<file path="config.mk">
export PLATFORM = sky130hd
export DESIGN_NAME = bounded_ordered_list_engine_core
export DESIGN_NICKNAME = d
export VERILOG_FILES = /design/src/rtl/core/bole_pkg.sv /design/src/rtl/core/bole_ctrl.sv /design/src/rtl/core/bole_dpath.sv /design/src/rtl/core/bounded_ordered_list_engine_core.sv
export SDC_FILE = /design/constraint.sdc
export NUM_CORES = 2
export LEC_CHECK = 0
export BUFFER_PORTS_ARGS = -buffer_cell sky130_fd_sc_hd__buf_2
export CAP_MARGIN = 0
export CELL_PAD_IN_SITES_DETAIL_PLACEMENT = 1
export CELL_PAD_IN_SITES_GLOBAL_PLACEMENT = 1
export CORE_ASPECT_RATIO = 1.25
export CORE_MARGIN = 3
export CORE_UTILIZATION = 30
export CTS_CLUSTER_SIZE = 25
export DETAILED_ROUTE_END_ITERATION = 8
export PLACE_DENSITY = 0.57
export SETUP_SLACK_MARGIN = 0.1
export SYNTH_ARGS = -nofsm -noshare
export SYNTH_HDL_FRONTEND = slang
export SYNTH_SLANG_ARGS = --single-unit
export TNS_END_PERCENT = 1
</file>
<file path="constraint.sdc">
create_clock -name clk -period 7.02 [get_ports clk]
set_input_delay 1.053 -clock clk [delete_from_list [all_inputs] [get_ports clk]]
set_output_delay 1.053 -clock clk [all_outputs]
set_load 0.02 [all_outputs]
</file>
<file path="src/rtl/core/bole_pkg.sv">
`default_nettype none

package bole_pkg;

  // list geometry
  localparam int unsigned DEPTH = 16;
  localparam int unsigned IDX_W = $clog2(DEPTH);
  localparam int unsigned CNT_W = $clog2(DEPTH + 1);

  // field widths
  localparam int unsigned OP_W    = 3;
  localparam int unsigned VAL_W   = 32;
  localparam int unsigned POS_W   = 5;
  localparam int unsigned STAT_W  = 3;
  localparam int unsigned FIDX_W  = 4;
  localparam int unsigned TOTAL_W = 5;
  localparam int unsigned CAP_W   = 5;

  // capacity after reset
  localparam logic [CAP_W-1:0] CAP_RESET = CAP_W'(16);

  // operation codes
  typedef enum logic [OP_W-1:0] {
    OP_INS_FRONT = 3'd0,
    OP_INS_BACK  = 3'd1,
    OP_INS_AT    = 3'd2,
    OP_REM_FRONT = 3'd3,
    OP_REM_BACK  = 3'd4,
    OP_REM_VALUE = 3'd5,
    OP_SEARCH    = 3'd6
  } op_e;

  // result status codes
  typedef enum logic [STAT_W-1:0] {
    ST_OK       = 3'd0,
    ST_FULL     = 3'd1,
    ST_EMPTY    = 3'd2,
    ST_NOTFOUND = 3'd3,
    ST_BADPOS   = 3'd4
  } status_e;

  // commands from controller to datapath
  typedef struct packed {
    logic capture;
    logic execute;
    logic cfg_write;
  } cmd_t;

endpackage

`default_nettype wire

</file>
<file path="src/rtl/core/bole_ctrl.sv">
`default_nettype none

module bole_ctrl (
  input  wire                clk,
  input  wire                rst_n,
  input  wire                in_valid,
  output logic               in_stall,
  output logic               out_valid,
  input  wire                out_stall,
  input  wire                cfg_valid,
  output logic               cfg_ready,
  output bole_pkg::cmd_t     cmd
);

  typedef enum logic {
    S_IDLE,
    S_EXEC
  } state_t;

  state_t state_r;
  logic   in_stall_r;
  logic   out_valid_r;
  logic   accept;
  logic   fire;
  logic   drain;

  // handshake decode
  assign accept = in_valid && !in_stall_r;
  assign drain  = out_valid_r && !out_stall;
  assign fire   = (state_r == S_EXEC) && (!out_valid_r || !out_stall);

  // state and registered handshake outputs
  always_ff @(posedge clk) begin
    if (!rst_n) begin
      state_r     <= S_IDLE;
      in_stall_r  <= 1'b1;
      out_valid_r <= 1'b0;
    end else begin
      unique case (state_r)
        S_IDLE: begin
          if (accept) begin
            state_r    <= S_EXEC;
            in_stall_r <= 1'b1;
          end else begin
            in_stall_r <= 1'b0;
          end
          if (drain) begin
            out_valid_r <= 1'b0;
          end
        end
        S_EXEC: begin
          if (fire) begin
            state_r     <= S_IDLE;
            in_stall_r  <= 1'b0;
            out_valid_r <= 1'b1;
          end else if (drain) begin
            out_valid_r <= 1'b0;
          end
        end
        default: begin
          state_r <= S_IDLE;
        end
      endcase
    end
  end

  assign in_stall      = in_stall_r;
  assign out_valid     = out_valid_r;
  assign cfg_ready     = 1'b1;
  assign cmd.capture   = accept;
  assign cmd.execute   = fire;
  assign cmd.cfg_write = cfg_valid;

endmodule

`default_nettype wire

</file>
<file path="src/rtl/core/bole_dpath.sv">
`default_nettype none

module bole_dpath (
  input  wire                                 clk,
  input  wire                                 rst_n,
  input  bole_pkg::cmd_t                      cmd,
  input  wire        [bole_pkg::OP_W-1:0]     in_op,
  input  wire signed [bole_pkg::VAL_W-1:0]    in_value,
  input  wire        [bole_pkg::POS_W-1:0]    in_position,
  input  wire        [bole_pkg::CAP_W-1:0]    cfg_data,
  output logic       [bole_pkg::STAT_W-1:0]   out_status,
  output logic signed [bole_pkg::VAL_W-1:0]   out_removed_value,
  output logic       [bole_pkg::FIDX_W-1:0]   out_found_index,
  output logic       [bole_pkg::TOTAL_W-1:0]  out_entry_total
);

  localparam int unsigned DEPTH = bole_pkg::DEPTH;
  localparam int unsigned IDX_W = bole_pkg::IDX_W;
  localparam int unsigned CNT_W = bole_pkg::CNT_W;
  localparam int unsigned VAL_W = bole_pkg::VAL_W;

  // captured item
  logic [bole_pkg::OP_W-1:0]  op_r;
  logic [VAL_W-1:0]           value_r;
  logic [bole_pkg::POS_W-1:0] position_r;

  // list cells and bookkeeping
  logic [VAL_W-1:0]           cells_r   [DEPTH];
  logic [VAL_W-1:0]           cells_nxt [DEPTH];
  logic [VAL_W-1:0]           prev_w    [DEPTH];
  logic [VAL_W-1:0]           next_w    [DEPTH];
  logic [CNT_W-1:0]           count_r;
  logic [CNT_W-1:0]           count_nxt;
  logic [bole_pkg::CAP_W-1:0] cap_r;
  logic [CNT_W-1:0]           cap_eff;
  logic                       full;

  // result registers
  bole_pkg::status_e           status_r;
  bole_pkg::status_e           status_nxt;
  logic [VAL_W-1:0]            removed_r;
  logic [VAL_W-1:0]            removed_nxt;
  logic [bole_pkg::FIDX_W-1:0] found_r;
  logic [bole_pkg::FIDX_W-1:0] found_nxt;
  logic [bole_pkg::TOTAL_W-1:0] total_r;

  // parallel compare
  logic [DEPTH-1:0]           match;
  logic                       any_match;
  logic [IDX_W-1:0]           first_idx;

  // shift control
  logic                       ins_do;
  logic [CNT_W-1:0]           ins_idx;
  logic                       rem_do;
  logic [IDX_W-1:0]           take_idx;

  // neighbor taps for shifting cells
  for (genvar k = 0; k < DEPTH; k++) begin : g_nb
    if (k == 0) begin : g_first
      assign prev_w[k] = '0;
    end else begin : g_prev
      assign prev_w[k] = cells_r[k-1];
    end
    if (k == DEPTH - 1) begin : g_last
      assign next_w[k] = '0;
    end else begin : g_next
      assign next_w[k] = cells_r[k+1];
    end
  end

  // effective capacity and full flag
  assign cap_eff = (cap_r > CNT_W'(DEPTH)) ? CNT_W'(DEPTH) : CNT_W'(cap_r);
  assign full    = count_r >= cap_eff;

  // compare every live cell against the item value
  always_comb begin
    for (int k = 0; k < DEPTH; k++) begin
      match[k] = (cells_r[k] == value_r) && (CNT_W'(k) < count_r);
    end
  end

  // first match, lowest index wins
  always_comb begin
    first_idx = '0;
    for (int k = DEPTH - 1; k >= 0; k--) begin
      if (match[k]) begin
        first_idx = IDX_W'(k);
      end
    end
  end
  assign any_match = |match;

  // operation decode
  always_comb begin
    status_nxt  = bole_pkg::ST_OK;
    removed_nxt = '0;
    found_nxt   = '0;
    ins_do      = 1'b0;
    ins_idx     = '0;
    rem_do      = 1'b0;
    take_idx    = '0;
    unique case (op_r)
      bole_pkg::OP_INS_FRONT, bole_pkg::OP_INS_BACK, bole_pkg::OP_INS_AT: begin
        if (full) begin
          status_nxt = bole_pkg::ST_FULL;
        end else if (op_r == bole_pkg::OP_INS_FRONT) begin
          ins_do = 1'b1;
        end else if (op_r == bole_pkg::OP_INS_BACK) begin
          ins_do  = 1'b1;
          ins_idx = count_r;
        end else if (CNT_W'(position_r) > count_r) begin
          status_nxt = bole_pkg::ST_BADPOS;
        end else begin
          ins_do  = 1'b1;
          ins_idx = CNT_W'(position_r);
        end
      end
      bole_pkg::OP_REM_FRONT, bole_pkg::OP_REM_BACK: begin
        if (count_r == '0) begin
          status_nxt  = bole_pkg::ST_EMPTY;
          removed_nxt = '1;
        end else begin
          rem_do = 1'b1;
          if (op_r == bole_pkg::OP_REM_BACK) begin
            take_idx = IDX_W'(count_r - CNT_W'(1));
          end
          removed_nxt = cells_r[take_idx];
        end
      end
      bole_pkg::OP_REM_VALUE: begin
        if (count_r == '0) begin
          status_nxt = bole_pkg::ST_EMPTY;
        end else if (any_match) begin
          rem_do      = 1'b1;
          take_idx    = first_idx;
          removed_nxt = cells_r[first_idx];
        end else begin
          status_nxt = bole_pkg::ST_NOTFOUND;
        end
      end
      bole_pkg::OP_SEARCH: begin
        if (count_r == '0) begin
          status_nxt = bole_pkg::ST_EMPTY;
        end else if (any_match) begin
          found_nxt = bole_pkg::FIDX_W'(first_idx);
        end else begin
          status_nxt = bole_pkg::ST_NOTFOUND;
        end
      end
      default: begin
        status_nxt = bole_pkg::ST_OK;
      end
    endcase
  end

  // cell shift for insert and removal
  always_comb begin
    for (int k = 0; k < DEPTH; k++) begin
      cells_nxt[k] = cells_r[k];
      if (ins_do) begin
        if (CNT_W'(k) > ins_idx) begin
          cells_nxt[k] = prev_w[k];
        end else if (CNT_W'(k) == ins_idx) begin
          cells_nxt[k] = value_r;
        end
      end else if (rem_do) begin
        if (IDX_W'(k) >= take_idx) begin
          cells_nxt[k] = next_w[k];
        end
      end
    end
  end

  // count update
  always_comb begin
    count_nxt = count_r;
    if (ins_do) begin
      count_nxt = count_r + CNT_W'(1);
    end else if (rem_do) begin
      count_nxt = count_r - CNT_W'(1);
    end
  end

  // control state: count and capacity
  always_ff @(posedge clk) begin
    if (!rst_n) begin
      count_r <= '0;
      cap_r   <= bole_pkg::CAP_RESET;
    end else begin
      if (cmd.execute) begin
        count_r <= count_nxt;
      end
      if (cmd.cfg_write) begin
        cap_r <= cfg_data;
      end
    end
  end

  // item capture, cells and result payload
  always_ff @(posedge clk) begin
    if (cmd.capture) begin
      op_r       <= in_op;
      value_r    <= in_value;
      position_r <= in_position;
    end
    if (cmd.execute) begin
      for (int k = 0; k < DEPTH; k++) begin
        cells_r[k] <= cells_nxt[k];
      end
      status_r  <= status_nxt;
      removed_r <= removed_nxt;
      found_r   <= found_nxt;
      total_r   <= bole_pkg::TOTAL_W'(count_nxt);
    end
  end

  assign out_status        = status_r;
  assign out_removed_value = removed_r;
  assign out_found_index   = found_r;
  assign out_entry_total   = total_r;

endmodule

`default_nettype wire

</file>
<file path="src/rtl/core/bounded_ordered_list_engine_core.sv">
// sequencing: an accepted item is captured, then executed, which registers its result
// item flow: one item at a time, set by the capture-then-execute controller;
//   a result held by out_stall delays execution; cells shift in parallel
// reset: synchronous, active low; clears entry count and control, capacity returns to 16,
//   list cells keep their contents and are never read above the count
`default_nettype none

module bounded_ordered_list_engine_core (
  input  wire                                 clk,
  input  wire                                 rst_n,
  input  wire                                 in_valid,
  output logic                                in_stall,
  input  wire        [bole_pkg::OP_W-1:0]     in_op,
  input  wire signed [bole_pkg::VAL_W-1:0]    in_value,
  input  wire        [bole_pkg::POS_W-1:0]    in_position,
  output logic                                out_valid,
  input  wire                                 out_stall,
  output logic       [bole_pkg::STAT_W-1:0]   out_status,
  output logic signed [bole_pkg::VAL_W-1:0]   out_removed_value,
  output logic       [bole_pkg::FIDX_W-1:0]   out_found_index,
  output logic       [bole_pkg::TOTAL_W-1:0]  out_entry_total,
  input  wire                                 cfg_valid,
  output logic                                cfg_ready,
  input  wire        [bole_pkg::CAP_W-1:0]    cfg_data
);

  bole_pkg::cmd_t cmd;

  // sequencing
  bole_ctrl u_ctrl (
    .clk       (clk),
    .rst_n     (rst_n),
    .in_valid  (in_valid),
    .in_stall  (in_stall),
    .out_valid (out_valid),
    .out_stall (out_stall),
    .cfg_valid (cfg_valid),
    .cfg_ready (cfg_ready),
    .cmd       (cmd)
  );

  // list cells, compare and result registers
  bole_dpath u_dpath (
    .clk               (clk),
    .rst_n             (rst_n),
    .cmd               (cmd),
    .in_op             (in_op),
    .in_value          (in_value),
    .in_position       (in_position),
    .cfg_data          (cfg_data),
    .out_status        (out_status),
    .out_removed_value (out_removed_value),
    .out_found_index   (out_found_index),
    .out_entry_total   (out_entry_total)
  );

`ifndef SYNTHESIS
  // count never exceeds list depth
  a_total_bound: assert property (@(posedge clk) disable iff (!rst_n)
    out_valid |-> (out_entry_total <= bole_pkg::TOTAL_W'(bole_pkg::DEPTH)))
    else $error("entry total above depth");

  // an executed item always presents a result next cycle
  a_exec_result: assert property (@(posedge clk) disable iff (!rst_n)
    cmd.execute |=> out_valid)
    else $error("executed item produced no result");

  // acceptance and execution never overlap
  a_no_overlap: assert property (@(posedge clk) disable iff (!rst_n)
    !(cmd.capture && cmd.execute))
    else $error("capture during execute");

  // a captured item is executed before another is taken
  a_capture_stall: assert property (@(posedge clk) disable iff (!rst_n)
    cmd.capture |=> in_stall)
    else $error("input not stalled after capture");
`endif

endmodule

`default_nettype wire
</file>
# Word-level counts from Yosys, hierarchy flattened
# Memories as Yosys holds them, arrays and structs flattened.
# Index checks and enable logic that the tools add are counted.
[classes]
n_addsub = 2
multipliers = 0
div_mod_pow = 0
magnitude_cmp = 51
n_eq_ne = 38
shifts = 0
mux = 142
n_bitwise = 1
n_reduce_logical = 30
[ops]
columns = ["cell", "n"]
rows = [
  ["2-to-1 mux 32 bit", 83],
  ["equality test 32 bit", 16],
  ["2-to-1 mux 4 bit", 22],
  ["case mux 32 bit (2 select lines)", 1],
  ["equality test 4 x 5 -> 1 bit, first input constant", 8],
  ["> comparator 4 x 5 -> 1 bit, first input constant", 8],
  ["less-than comparator 4 x 5 -> 1 bit, first input constant", 8],
  ["2-to-1 mux 5 bit", 8],
  [">= comparator 4 bit, first input constant", 8],
  ["equality test 3 x 5 -> 1 bit, first input constant", 4],
  ["> comparator 3 x 5 -> 1 bit, first input constant", 4],
  ["less-than comparator 3 x 5 -> 1 bit, first input constant", 4],
  ["logical AND 1 bit", 19],
  [">= comparator 3 x 4 -> 1 bit, first input constant", 4],
  ["OR reduction 16 bit", 1],
  ["2-to-1 mux 1 bit", 15],
  ["2-to-1 mux 3 bit", 5],
  ["equality test 2 x 5 -> 1 bit, first input constant", 2],
  ["> comparator 1 x 5 -> 1 bit, first input constant", 2],
  ["> comparator 2 x 5 -> 1 bit, first input constant", 2],
  ["zero test 5 bit", 2],
  ["less-than comparator 1 x 5 -> 1 bit, first input constant", 2],
  ["less-than comparator 2 x 5 -> 1 bit, first input constant", 2],
  ["equality test 3 bit, second input constant", 3],
  ["other kinds (21)", 31],
]
[totals]
reg_bits = 97
latchBits = 0
ram_bits = 512
romBits = 0
input_bits = 50
out_inout_bits = 47
elab_cells = 277
n_memories = 1
[memory_table]
columns = ["name", "words", "word_bits", "read_ports", "rd_ports_with_merged_regs", "wr", "line", "source"]
rows = [
  ["u_dpath.cells_r", 16, 32, 18, 0, 16, "bole_dpath.sv:28", "logic [VAL_W-1:0] cells_r [DEPTH];"],
]

# Depth between registers and ports, before layout
# An unclocked memory read counts as a cell.
[depth]
depth_word = 26
mapped_depth = 19
depth_no_buf = 13

# Cells and area by module
# From an unflattened synthesis, not the netlist that was laid out.
[unflattened]
hier_cells = 5228
hier_area_um2 = 47161.5
[modules_own_cells]
columns = ["module", "n_inst", "cells_per_inst", "area_per_inst_um2"]
rows = [
  ["bole_dpath", 1, 5211, 47010.1],
  ["bole_ctrl", 1, 17, 151.4],
]

# Worst setup path before layout
# Ideal clock, no wire load.
[synth_path]
path_kind = "reg2reg"
startpoint = "reg u_dpath.count_r[0] (netlist name)"
endpoint = "mem u_dpath.cells_r[9][0], enable pin"
setup_time_ps = 480
t_arrival_ps = 6157
path_slack_ps = 383
path_stages_with_launch = 17
path_cell_list = "dfxtp_1 > buf_2 > inv_1 > clkbuf_1 > clkbuf_1 > ha_1 > nand2b_1 > a21o_1 > a21o_1 > a21o_1 > a211o_1 > or2_2 > clkbuf_1 > nor2_1 > a31oi_2 > buf_2 > a311oi_1"
[synth_lines]
columns = ["item", "line"]
rows = [
  ["end: declaration", "bole_dpath.sv:28"],
]

==> impl_metrics.ini <==
[logic_synthesis]
async_flop_share_pct = 0
synth_area_mm2 = 0.04672
synth.avg_cell_area_um2 = 9.637
synth_nets = 4911
synthMuxAreaShare_pct = 16.04
synth_flop_cell = edfxtp_1
synthCells = 4848
synth_fa_ha_area_share_pct = 0.3481
synth_top_area_share_pct = 38.31
synthTopCellsByArea = edfxtp_1 (38%), mux2i_1 (10%), nand2_1 (5.8%)
ys_warn_count = 0
yosysUniqueCellTypes = 89
yosysTopAreaCell = edfxtp_1
seq_area_frac_synth_pct = 38.86
ys_ff_latch = 609
synth_xor_area_share_pct = 9.627
synth_top_family_by_area = multiplexers
synth_compound_area_share_pct = 15.32
synth-simple-area-share_pct = 14.89
synth-edff-count = 596

[sta]
clock.fmax_mhz = 155.3
hold_slack_ns = 0.4918
fin_crit_sh_pct = 91.73
finalHoldViolCount = 0
fin_skew_ns = 0.04999
finalSetupViolations = 0
grt_setup_unrepaired = no
slew_violations = 0
worst_slack_ns = 0.5804
tns_ns = 0
worst_slew_pin_slew_ns = 1.286
post-route-min-period_ns = 6.440
max_slew_margin_pct = 13.46

[setup_path]
path_max_fanout = 19
cp.arrival_ns = 6.84
required_ns = 7.42
end_kind = flop
worst-setup-path-type = flop to flop
cp-start-kind = flop

[power]
p_per_area_mw_per_mm2 = 195.6
power_frac_seq_pct = 41.7
power_switching_mw = 3.176
power_leakage_nw = 18.66
ir_worst_vdd_mv = 0.1998
power_frac_comb_pct = 15.4
cellInternalPower_mw = 7.154
swShare_pct = 30.75
clock_power_share_pct = 42.9

[floorplan]
core_area_mm2 = 0.1543
die_area_mm2 = 0.1605
io_pins = 97
initial_utilization_pct = 30.28
die_y_um = 447.2
die_w_um = 359.0
rows = 161

[drt]
wl_per_cell_um = 41.65
drc = 0
routed_wl_um = 287500
via_count = 44270
drtIter0Drc = 5708
ant_nets = 0
drt_pass1_iterations = 6
viasPerCell = 6.413

[final_layout]
fill_cells = 17510
syn2layout_area_growth_pct = 13.02
stdcell_area_mm2 = 0.05280
drive_gt1_share_pct = 14.07
nets = 4859

[clocking]
hold_buffers = 0
cts_sinks = 609
clk-insertion-delay-late_ns = 0.75
clk_pin_slew_ns = 0.06
cts_max_path_buffers = 3
ctsHtreeMaxLevel = 3
ctsResizeCount = 0
cts_tree = yes
post_cts_buffers = 0
cts-root-buf = clkbuf_16
numCtsBuffers = 80

[placement]
gp_congestion = 1.053
pre_cts_slack_ns = 0.9128
dp_hpwl_um = 212900
port_buffers = 95
placed_area_mm2 = 0.05012

[run]
max-cap-violations = 0

[global_routing]
grt_pass1_wl_um = 384400
grt_overflow_total = 0
grt_pass1_vias = 42650
grtUsageTotal_pct = 34.61
antenna_found_initial = 21
grt_max_degree = 179

[run_status]
status = finished, final reports clean

[worst_hold_path]
hold_class = input port to flop
worst max-delay path, stage by stage (launching register included):
cell and delay (ns):
edfxtp_1 1.20, buf_4 0.37, xor2_1 0.21, nor4_1 0.39, nand4_1 0.14, nor4_1 1.09
or4b_2 0.34, nor2_1 0.12, a21oi_2 0.48, o31ai_4 0.11, nand2b_1 0.22, nor2_1 0.12
o21a_2 0.91, buf_4 0.37
metal layers:
layer  track usage [%]  vias to the layer above  share of wire [%]
met5                 0                        -              0.011
met4             27.29                        6                9.5
met3             6.893                      684                8.5
met2             53.86                     2694                 44
met1             41.89                    22810                 38
li1                  -                    18070                  -
cells in the final DEF, fill, tap and decap left out, types with 32 or more instances in the layout:
cell type / synthesis / routed
xnor2_1: 294 / 294
mux4_2: 96 / 96
a21oi_1: 63 / 60
nand2_1: 717 / 713
a221o_1: 34 / 34
clkbuf_16: 0 / 83
buf_12: 0 / 39
o21ai_0: 519 / 518
a31oi_1: 39 / 39
nand4_1: 140 / 140
buf_2: 115 / 95
nor4_1: 108 / 107
nand3_1: 59 / 59
a22oi_1: 32 / 32
o221ai_1: 86 / 85
o22ai_1: 135 / 134
edfxtp_1: 596 / 596
mux2i_1: 480 / 480
nor2_1: 273 / 266
buf_4: 46 / 188
mux2_2: 47 / 47
xor2_1: 214 / 214
nor3_1: 49 / 43
final timing paths:
kind	from	end	slack (ns)	cells past startpoint
worst max-delay path	u_dpath.value_r[17]$_DFFE_PP_	u_dpath.cells_r[5][15]$_DFFE_PP_	0.58	13
worst min-delay path	in_value[12]	u_dpath.value_r[12]$_DFFE_PP_	0.49	1
worst max register to register	u_dpath.value_r[17]$_DFFE_PP_	u_dpath.cells_r[5][15]$_DFFE_PP_	0.58	13
worst min register to register	u_dpath.cap_r[2]$_SDFFE_PN0P_	u_dpath.cap_r[2]$_SDFFE_PN0P_	0.53	2
cell usage after synthesis, types with 32 or more instances:
library cell	number
a21oi_1	63
a221o_1	34
a22oi_1	32
a31oi_1	39
buf_2	115
buf_4	46
clkbuf_1	241
edfxtp_1	596
mux2_2	47
mux2i_1	480
mux4_2	96
nand2_1	717
nand3_1	59
nand4_1	140
nor2_1	273
nor3_1	49
nor4_1	108
o21ai_0	519
o221ai_1	86
o22ai_1	135
xnor2_1	294
xor2_1	214
logic make-up after synthesis:
family	count (synthesis)
adders and majority gates	13
other	1
DFF	609
AOI/OAI and AO/OA	1120
and+or+nand+nor	1496
xor gates and xnor gates	511
buffers and inverters	475
muxes	623
registers in the layout (all words and copies together) (netlist names), 3 cells and up:
signal	cells
u_dpath.position_r	5
u_dpath.out_found_index	4
u_dpath.cap_r	5
u_dpath.op_r	3
u_dpath.value_r	32
u_dpath.out_removed_value	32
u_dpath.out_status	3
u_dpath.count_r	5
u_dpath.out_entry_total	5
u_dpath.cells_r	512
through the flow:
| step | utilization, % | cells | power, mW |
|---|---|---|---|
| after floorplan | - | 4848 | 5.161 |
| after global placement | 32.48 | 6751 | 5.905 |
| after detailed placement | 32.48 | 6751 | 5.926 |
| after CTS | 34.20 | 6892 | 10.34 |
| after global routing | 34.21 | 6897 | 10.56 |
| final | 34.22 | 6903 | 10.33 |
cell type report:
type	instances	area [µm²]	share of cell area [%]
Tap cell	2037	2549	4.827
Sequential cell	609	18160	34.39
Multi-Input combinational cell	3764	26670	50.51
Inverter	19	76.32	0.1445
Clock inverter	48	541.8	1.026
Antenna cell	11	27.53	0.05213
Clock buffer	93	2115	4.005
Timing Repair Buffer	322	2668	5.052
power by group through the flow:
stage / logic (mW) / registers [mW] / clock network (mW)
finish: 1.59 / 4.31 / 4.43
global route: 1.65 / 4.31 / 4.60
CTS: 1.56 / 4.30 / 4.48
detailed placement: 1.55 / 4.38 / 0
global placement: 1.53 / 4.38 / 0
floorplan: 0.885 / 4.28 / 0
(Power assumes the default switching activity.)
